`config.mk`:
```
export PLATFORM = sky130hd
export DESIGN_NAME = char_lcd_i2c_expander_writer_core
export DESIGN_NICKNAME = d
export VERILOG_FILES = /design/src/rtl/clie_pkg.sv /design/src/rtl/char_lcd_i2c_expander_writer_core.sv /design/src/rtl/clie_front.sv /design/src/rtl/clie_queue.sv /design/src/rtl/clie_back.sv
export VERILOG_INCLUDE_DIRS = /design/src /design/src/rtl
export SDC_FILE = /design/constraint.sdc
export NUM_CORES = 1
export LEC_CHECK = 0
export ABC_AREA = 1
export BUFFER_PORTS_ARGS = -buffer_cell sky130_fd_sc_hd__buf_2
export CAP_MARGIN = 20
export CORE_ASPECT_RATIO = 0.75
export CORE_MARGIN = 3
export CORE_UTILIZATION = 35
export DETAILED_ROUTE_END_ITERATION = 8
export PLACE_DENSITY_LB_ADDON = 0.15
export SLEW_MARGIN = 0
export SYNTH_ARGS = -nofsm -noshare
export SYNTH_HDL_FRONTEND = slang
export SYNTH_HIERARCHICAL = 1
export SYNTH_SLANG_ARGS = --single-unit
```
`constraint.sdc`:
```
create_clock -name clk -period 9.7 [get_ports clk]
set_input_delay 0.97 -clock clk [delete_from_list [all_inputs] [get_ports clk]]
set_output_delay 0.97 -clock clk [all_outputs]
set_load 0.01 [all_outputs]
```
`src/rtl/char_lcd_i2c_expander_writer_core_defines.svh`:
```
// assertion macros shared by the lcd writer rtl
`ifndef CHAR_LCD_I2C_EXPANDER_WRITER_CORE_DEFINES_SVH
`define CHAR_LCD_I2C_EXPANDER_WRITER_CORE_DEFINES_SVH

// same-cycle implication, sampled on clk, off during rst
`define CLIE_ASSERT_IMPLY(label, ante, cons) \
  label: assert property (@(posedge clk) disable iff (rst) (ante) |-> (cons)) \
    else $error("lcd writer: implication check failed");

// next-cycle implication, sampled on clk, off during rst
`define CLIE_ASSERT_NEXT(label, ante, cons) \
  label: assert property (@(posedge clk) disable iff (rst) (ante) |=> (cons)) \
    else $error("lcd writer: next-cycle check failed");

`endif

```
`src/rtl/clie_pkg.sv`:
```
// types, constants and helpers for the lcd expander writer
`default_nettype none
package clie_pkg;

  typedef enum logic [3:0] {
    CMD_INIT   = 4'd0,
    CMD_INSTR  = 4'd1,
    CMD_DATA   = 4'd2,
    CMD_HEX8   = 4'd3,
    CMD_HEX16  = 4'd4,
    CMD_DEC8   = 4'd5,
    CMD_DEC16  = 4'd6,
    CMD_BL_ON  = 4'd7,
    CMD_BL_OFF = 4'd8
  } clie_cmd_t;

  // how the back end expands one queued entry
  typedef enum logic [1:0] {
    KIND_RAW    = 2'd0,
    KIND_NIBBLE = 2'd1,
    KIND_CHAR   = 2'd2
  } clie_kind_t;

  typedef struct packed {
    clie_kind_t  kind;
    logic [7:0]  data;
    logic        rs;
    logic        last;
  } clie_entry_t;

  localparam int IDX_W = 3;

  typedef struct packed {
    logic             busy;
    logic [IDX_W-1:0] idx;
  } clie_front_status_t;

  localparam int QUEUE_DEPTH = 4;
  localparam int QPTR_W      = $clog2(QUEUE_DEPTH);
  localparam int QCNT_W      = $clog2(QUEUE_DEPTH + 1);

  localparam logic [7:0] PIN_BL = 8'h08;
  localparam logic [7:0] PIN_EN = 8'h04;
  localparam logic [7:0] PIN_RS = 8'h01;

  localparam logic [7:0] ASCII_ZERO = 8'd48;
  localparam logic [7:0] ASCII_A    = 8'd65;

  localparam int ADDR_W = 7;
  localparam logic [ADDR_W-1:0] ADDR_RESET = 7'd39;

  localparam int DIV_W = 14;
  localparam logic [DIV_W-1:0] DEC_DIVISORS [0:4] = '{
    14'd10000, 14'd1000, 14'd100, 14'd10, 14'd1
  };

  localparam logic [3:0] INIT_NIBBLES [0:3] = '{4'h3, 4'h3, 4'h3, 4'h2};
  localparam logic [7:0] INIT_INSTRS  [0:3] = '{8'h28, 8'h0C, 8'h06, 8'h01};

  function automatic logic [7:0] hex_ascii(input logic [3:0] n);
    logic [7:0] r;
    if (n < 4'd10) begin
      r = ASCII_ZERO + {4'h0, n};
    end else begin
      r = ASCII_A + {4'h0, n} - 8'd10;
    end
    return r;
  endfunction

endpackage
`default_nettype wire

```
`src/rtl/char_lcd_i2c_expander_writer_core.sv`:
```
// top level of the character lcd writer over an i2c port expander
//
// requests arrive on the s_ stream: s_tuser carries the command, s_tdata the
// value. each request turns into the expander bytes of a 4-bit lcd write,
// which leave on the m_ stream one item per cycle while m_tready is high, with the expander address;
// m_tlast marks the final byte of a request. commands 9 to 15 are taken and
// produce nothing. cfg_valid/cfg_data write the expander address, always ready.
// byte counts: init 36, instruction or data 6, hex8 12, hex16 24, dec8 18,
// dec16 30, backlight 1. the back end's byte sequencer emits one byte per
// cycle while m_tready is high. a new request is taken as soon as the front
// end has queued the last entry of the previous one. the first byte passes
// through the front end's request register, the queue and the output register.
// rst clears the queue, output valid and sets the address to 39.
// when m_tready is low the output register holds and the four-entry queue
// fills, after which the front end and then s_tready stall.
`default_nettype none
`include "char_lcd_i2c_expander_writer_core_defines.svh"
module char_lcd_i2c_expander_writer_core (
  input  logic        clk,
  input  logic        rst,
  input  logic        s_tvalid,
  output logic        s_tready,
  input  logic [15:0] s_tdata,   // [15:0] value
  input  logic [3:0]  s_tuser,   // [3:0] cmd
  output logic        m_tvalid,
  input  logic        m_tready,
  output logic [15:0] m_tdata,   // [6:0] bus_address, [14:7] bus_byte, [15] zero
  output logic        m_tlast,
  input  logic        cfg_valid,
  output logic        cfg_ready,
  input  logic [6:0]  cfg_data
);
  import clie_pkg::*;

  logic [ADDR_W-1:0]  addr_reg;
  logic               fr_push_valid;
  logic               fr_push_ready;
  clie_entry_t        fr_entry;
  clie_front_status_t fr_status;
  logic               q_valid;
  logic               bk_ready;
  clie_entry_t        q_entry;
  logic [ADDR_W-1:0]  out_address;
  logic [7:0]         out_byte;

  assign cfg_ready = 1'b1;

  always_ff @(posedge clk) begin
    if (rst) begin
      addr_reg <= ADDR_RESET;
    end else if (cfg_valid && cfg_ready) begin
      addr_reg <= cfg_data;
    end
  end

  clie_front u_front (
    .clk        (clk),
    .rst        (rst),
    .in_valid   (s_tvalid),
    .in_ready   (s_tready),
    .in_cmd     (s_tuser),
    .in_value   (s_tdata),
    .push_valid (fr_push_valid),
    .push_ready (fr_push_ready),
    .push_entry (fr_entry),
    .status     (fr_status)
  );

  clie_queue u_queue (
    .clk        (clk),
    .rst        (rst),
    .push_valid (fr_push_valid),
    .push_ready (fr_push_ready),
    .push_entry (fr_entry),
    .pop_valid  (q_valid),
    .pop_ready  (bk_ready),
    .pop_entry  (q_entry)
  );

  clie_back u_back (
    .clk         (clk),
    .rst         (rst),
    .q_valid     (q_valid),
    .q_ready     (bk_ready),
    .q_entry     (q_entry),
    .address     (addr_reg),
    .out_valid   (m_tvalid),
    .out_ready   (m_tready),
    .out_address (out_address),
    .out_byte    (out_byte),
    .out_last    (m_tlast)
  );

  assign m_tdata = {1'b0, out_byte, out_address};

  // a known command always starts the front end at its first entry
  `CLIE_ASSERT_NEXT(a_known_starts, s_tvalid && s_tready && (s_tuser <= 4'(CMD_BL_OFF)), fr_status.busy && (fr_status.idx == '0))
  // an unknown command leaves the front end idle
  `CLIE_ASSERT_NEXT(a_unknown_idle, s_tvalid && s_tready && (s_tuser > 4'(CMD_BL_OFF)), !fr_status.busy)
  // the back end only pops a queue that holds an entry
  `CLIE_ASSERT_IMPLY(a_pop_nonempty, bk_ready, q_valid)

endmodule
`default_nettype wire

```
`src/rtl/clie_front.sv`:
```
// front end: takes requests and breaks them into nibble, char and raw entries
`default_nettype none
module clie_front (
  input  logic                         clk,
  input  logic                         rst,
  input  logic                         in_valid,
  output logic                         in_ready,
  input  logic [3:0]                   in_cmd,
  input  logic [15:0]                  in_value,
  output logic                         push_valid,
  input  logic                         push_ready,
  output clie_pkg::clie_entry_t        push_entry,
  output clie_pkg::clie_front_status_t status
);
  import clie_pkg::*;

  logic             busy;
  clie_cmd_t        cmd_r;
  logic [15:0]      value_r;
  logic [IDX_W-1:0] idx;

  logic             accept;
  logic             fire;
  logic             known;
  logic [IDX_W-1:0] div_idx;
  logic [DIV_W-1:0] div;
  logic [17:0]      rem_work;
  logic [17:0]      trial;
  logic [3:0]       digit;
  logic [1:0]       hsel;
  logic [3:0]       hnib;

  assign known      = (in_cmd <= 4'(CMD_BL_OFF));
  assign push_valid = busy;
  assign fire       = push_valid && push_ready;
  assign in_ready   = !busy || (fire && push_entry.last);
  assign accept     = in_valid && in_ready;
  assign status     = '{busy: busy, idx: idx};

  // dec8 starts two places down the divisor table
  assign div_idx = (cmd_r == CMD_DEC8) ? idx + IDX_W'(2) : idx;
  assign div     = DEC_DIVISORS[div_idx];

  // one decimal digit by restoring compare-subtract, four quotient bits
  always_comb begin
    rem_work = {2'b00, value_r};
    digit    = '0;
    trial    = '0;
    for (int b = 3; b >= 0; b--) begin
      trial = {4'b0000, div} << b;
      if (rem_work >= trial) begin
        rem_work = rem_work - trial;
        digit[b] = 1'b1;
      end
    end
  end

  assign hsel = (cmd_r == CMD_HEX16) ? idx[1:0] : idx[1:0] + 2'd2;

  always_comb begin
    unique case (hsel)
      2'd0: hnib = value_r[15:12];
      2'd1: hnib = value_r[11:8];
      2'd2: hnib = value_r[7:4];
      2'd3: hnib = value_r[3:0];
      default: hnib = value_r[3:0];
    endcase
  end

  always_comb begin
    push_entry = '{kind: KIND_CHAR, data: 8'h00, rs: 1'b0, last: 1'b0};
    unique case (cmd_r)
      CMD_INIT: begin
        if (idx[2]) begin
          push_entry.data = INIT_INSTRS[idx[1:0]];
        end else begin
          push_entry.kind = KIND_NIBBLE;
          push_entry.data = {4'h0, INIT_NIBBLES[idx[1:0]]};
        end
        push_entry.last = (idx == IDX_W'(7));
      end
      CMD_INSTR: begin
        push_entry.data = value_r[7:0];
        push_entry.last = 1'b1;
      end
      CMD_DATA: begin
        push_entry.data = value_r[7:0];
        push_entry.rs   = 1'b1;
        push_entry.last = 1'b1;
      end
      CMD_HEX8: begin
        push_entry.data = hex_ascii(hnib);
        push_entry.rs   = 1'b1;
        push_entry.last = (idx == IDX_W'(1));
      end
      CMD_HEX16: begin
        push_entry.data = hex_ascii(hnib);
        push_entry.rs   = 1'b1;
        push_entry.last = (idx == IDX_W'(3));
      end
      CMD_DEC8: begin
        push_entry.data = ASCII_ZERO + {4'h0, digit};
        push_entry.rs   = 1'b1;
        push_entry.last = (idx == IDX_W'(2));
      end
      CMD_DEC16: begin
        push_entry.data = ASCII_ZERO + {4'h0, digit};
        push_entry.rs   = 1'b1;
        push_entry.last = (idx == IDX_W'(4));
      end
      CMD_BL_ON: begin
        push_entry.kind = KIND_RAW;
        push_entry.data = PIN_BL;
        push_entry.last = 1'b1;
      end
      CMD_BL_OFF: begin
        push_entry.kind = KIND_RAW;
        push_entry.last = 1'b1;
      end
      default: begin
        push_entry.last = 1'b1;
      end
    endcase
  end

  always_ff @(posedge clk) begin
    if (rst) begin
      busy <= 1'b0;
      idx  <= '0;
    end else if (accept) begin
      busy <= known;
      idx  <= '0;
    end else if (fire) begin
      busy <= !push_entry.last;
      idx  <= idx + IDX_W'(1);
    end
  end

  // payload, no reset needed
  always_ff @(posedge clk) begin
    if (accept) begin
      cmd_r   <= clie_cmd_t'(in_cmd);
      value_r <= (in_cmd == 4'(CMD_DEC8)) ? {8'h00, in_value[7:0]} : in_value;
    end else if (fire && (cmd_r == CMD_DEC8 || cmd_r == CMD_DEC16)) begin
      value_r <= rem_work[15:0];
    end
  end

endmodule
`default_nettype wire

```
`src/rtl/clie_queue.sv`:
```
// short entry queue between front and back end
`default_nettype none
module clie_queue (
  input  logic                  clk,
  input  logic                  rst,
  input  logic                  push_valid,
  output logic                  push_ready,
  input  clie_pkg::clie_entry_t push_entry,
  output logic                  pop_valid,
  input  logic                  pop_ready,
  output clie_pkg::clie_entry_t pop_entry
);
  import clie_pkg::*;

  clie_entry_t       slots [QUEUE_DEPTH];
  logic [QPTR_W-1:0] wr_ptr;
  logic [QPTR_W-1:0] rd_ptr;
  logic [QCNT_W-1:0] count;
  logic              do_push;
  logic              do_pop;

  assign push_ready = (count != QCNT_W'(QUEUE_DEPTH));
  assign pop_valid  = (count != '0);
  assign pop_entry  = slots[rd_ptr];
  assign do_push    = push_valid && push_ready;
  assign do_pop     = pop_valid && pop_ready;

  always_ff @(posedge clk) begin
    if (rst) begin
      wr_ptr <= '0;
      rd_ptr <= '0;
      count  <= '0;
    end else begin
      if (do_push) begin
        wr_ptr <= wr_ptr + QPTR_W'(1);
      end
      if (do_pop) begin
        rd_ptr <= rd_ptr + QPTR_W'(1);
      end
      unique case ({do_push, do_pop})
        2'b10:   count <= count + QCNT_W'(1);
        2'b01:   count <= count - QCNT_W'(1);
        default: count <= count;
      endcase
    end
  end

  always_ff @(posedge clk) begin
    if (do_push) begin
      slots[wr_ptr] <= push_entry;
    end
  end

endmodule
`default_nettype wire

```
`src/rtl/clie_back.sv`:
```
// back end: entries to expander bytes, one per cycle unless stalled, in the output reg
`default_nettype none
module clie_back (
  input  logic                  clk,
  input  logic                  rst,
  input  logic                  q_valid,
  output logic                  q_ready,
  input  clie_pkg::clie_entry_t q_entry,
  input  logic [clie_pkg::ADDR_W-1:0] address,
  output logic                  out_valid,
  input  logic                  out_ready,
  output logic [clie_pkg::ADDR_W-1:0] out_address,
  output logic [7:0]            out_byte,
  output logic                  out_last
);
  import clie_pkg::*;

  logic [2:0] step;
  logic [2:0] final_step;
  logic       load;
  logic       pop;
  logic       en;
  logic [3:0] nib;
  logic [7:0] byte_next;

  always_comb begin
    unique case (q_entry.kind)
      KIND_RAW:    final_step = 3'd0;
      KIND_NIBBLE: final_step = 3'd2;
      KIND_CHAR:   final_step = 3'd5;
      default:     final_step = 3'd0;
    endcase
  end

  // enable is high on the middle byte of each nibble
  assign en  = (step == 3'd1) || (step == 3'd4);
  assign nib = (q_entry.kind == KIND_CHAR && step < 3'd3) ? q_entry.data[7:4]
                                                          : q_entry.data[3:0];

  always_comb begin
    if (q_entry.kind == KIND_RAW) begin
      byte_next = q_entry.data;
    end else begin
      byte_next = {nib, 4'h0} | PIN_BL | (en ? PIN_EN : 8'h00)
                | (q_entry.rs ? PIN_RS : 8'h00);
    end
  end

  assign load    = q_valid && (!out_valid || out_ready);
  assign pop     = load && (step == final_step);
  assign q_ready = pop;

  always_ff @(posedge clk) begin
    if (rst) begin
      step      <= '0;
      out_valid <= 1'b0;
    end else begin
      if (load) begin
        step <= pop ? 3'd0 : step + 3'd1;
      end
      if (load) begin
        out_valid <= 1'b1;
      end else if (out_ready) begin
        out_valid <= 1'b0;
      end
    end
  end

  always_ff @(posedge clk) begin
    if (load) begin
      out_address <= address;
      out_byte    <= byte_next;
      out_last    <= q_entry.last && (step == final_step);
    end
  end

endmodule
`default_nettype wire
```
==> results by group <==
Die
  – Top-Level Pins: 52
  – Placement Rows: between 40 and 50
  – Core Area: 23,500 um2
  – DIE AREA: 26,300 um2
  – DIE HEIGHT: 141 um
  – Initial core utilization: 0.363
  – DIE WIDTH: 186 um

Critical path
  – Crit path DAT: 9.07 ns
  – CP max FO: 16
  – Crit path kind: reg2reg
  – Slowest Stage Delay on Critical Path: 0.51 ns
  – CP max-delay cell: fa_1
  – Startpoint type of the worst setup path: flip-flop
  – CP dominant cell by count: nand2_1
  – Setup crit end kind: flip-flop
  – CP required: 9.82 ns

Layout
  – Final #Nets: ~1.3k
  – N_diodes: 0
  – Share of cells above drive strength 1: 0.161
  – Cell Count, Final, Fillers Out: 1,515
  – Fin area: 9670 um2
  – Largest register by flop count: u_queue/slots
  – Layout Utilization: 0.412
  – Layout area overhead: 13.5%
  – Largest regs: u_queue/slots (48), u_front/value_r (16), u_back/out_byte (8)
  – Max FFs per register: 48

Detailed routing
  – Remaining DRCs: 0
  – DR pass1 iterations: 5
  – Post-Route WL: 23.8 mm
  – Initial DRC Count: 660
  – Vias: 7,497
  – Routed Antenna Nets: 0
  – Wire per inst: 15.7 um
  – Vias per Instance: around 4.9

Global route
  – Antenna violations before repair: 0
  – First-pass GRT wire length: 37.1 mm
  – Vias in the first global route: 6,685
  – Pin count of the biggest net entering global routing: 26
  – Total congestion overflow: 0
  – GRT Resource Usage Total: 0.182

Timing
  – Final Critical Period: 8.96 ns
  – Slew HR: 0.360
  – Worst-margin pin slew: ~0.96 ns
  – Final Cycle Share: 0.923
  – Count of pins over their slew limit: 0
  – Worst Skew: 0.00860 ns
  – Final Setup Violations: 0
  – Max Clk Rate: approximately 110 MHz
  – Final Hold Fails: 0
  – RSZ-0062 raised after global routing: no
  – Setup ws final: 0.744 ns

Logic synthesis
  – Mapped Cells: 1,107
  – Synth Cell Area: 8520 um2
  – Syn_nets: 1,206
  – Avg Cell Area, Syn: just under 8 um2
  – YS warnings: 6

Clocking
  – Clock latency on the worst-skew pair: 0.35 ns
  – CTS clk-pin slew, worst paths: 0.07 ns
  – Max clock buf depth: 2
  – Clock sink total: 108
  – Root Buffer: clkbuf_16
  – CTS tree: yes
  – CTS buffer count: 9
  – H-tree levels: 3

Flow run
  – MaxCap Viol Count: 0

Hold path
  – HP Class: reg2reg

Placement
  – DP Area: around 9300 um2
  – Input/output buffers: 49
  – Pre-CTS setup slack: -0.103 ns
  – Hpwl dp: 19.0 mm
  – GP Congestion: about 0.89
  – Placed instance count: approximately 1.5k

Status
  – Outcome: completed
metrics by stage:
step / hold WS, ns / TNS, ns
global placement: 0.411 / 0
floorplan: 0.409 / 0
CTS: 0.435 / 0
detailed placement: 0.418 / -1.15
global route: 0.446 / 0
finish: 0.432 / 0
layout make-up:
cell class                 instances  area, um2
fill                            2424      13800
multi-input combinational        841       4950
sequential                       108       3000
inverter                         141        533
timing repair buffer              84        512
tap                              325        407
clock buffer                       9        225
clock inverter                     7       41.3
layout by cell type, fill, tap and decap left out, drive strengths merged, types with 5 or more instances in the layout:
cell type and count:
xor2 32, o22ai 13, clkinv 6, inv 140, xnor2 12, a31oi 5
nor2 107, o21ai 90, nand4 17, nand3 89, edfxtp 84, dfxtp 24
nand2 308, o211ai 5, clkbuf 9, fa 5, o21bai 5, a21oi 57
ha 62, buf 84
worst max-delay path: cells and delay by family (launching register included):
kind / cells / cell delay (ns)
AND/OR/NAND/NOR: 29 / 2.99
AO/OA/AOI/OAI: 13 / 2.06
adder cells (fa/ha/maj): 5 / 1.77
buffers and inverters: 11 / 1.30
flip-flops: 1 / 0.39
XOR/XNOR: 1 / 0.19
path summary, 6_finish.rpt:
| kind | to | start | slack [ns] | depth (start not counted) |
|---|---|---|---|---|
| worst max-delay path | u_front/value_r[14]$_DFFE_PP_ | u_front/idx[1]$_SDFFE_PP0P_ | 0.74 | 59 |
| worst min-delay path | u_back/out_address[2]$_DFFE_PP_ | addr_reg[2]$_SDFFE_PP1P_ | 0.43 | 0 |
| worst max register to register | u_front/value_r[14]$_DFFE_PP_ | u_front/idx[1]$_SDFFE_PP0P_ | 0.74 | 59 |
| worst min register to register | u_back/out_address[2]$_DFFE_PP_ | addr_reg[2]$_SDFFE_PP1P_ | 0.43 | 0 |
timing repair:
item,CTS,global route
endpoints found under the setup margin,19,21
pin swaps,1,5
gates resized for setup,2,28
cloned,0,1
buffers inserted,0,4
hold buffers,0,0
per-layer routing:
metal / track usage / vias up / part of all wire
li1: - / 3876 / -
met1: 0.300 / 3397 / 0.53
met2: 0.233 / 215 / 0.37
met3: 0.0490 / 9 / 0.086
met4: 0.0270 / 0 / 0.0062
met5: 0 / - / 0
Power is left out: the tool's default activity adds up to more than one toggle a clock period on the data nets, which glitch-free logic cannot reach.
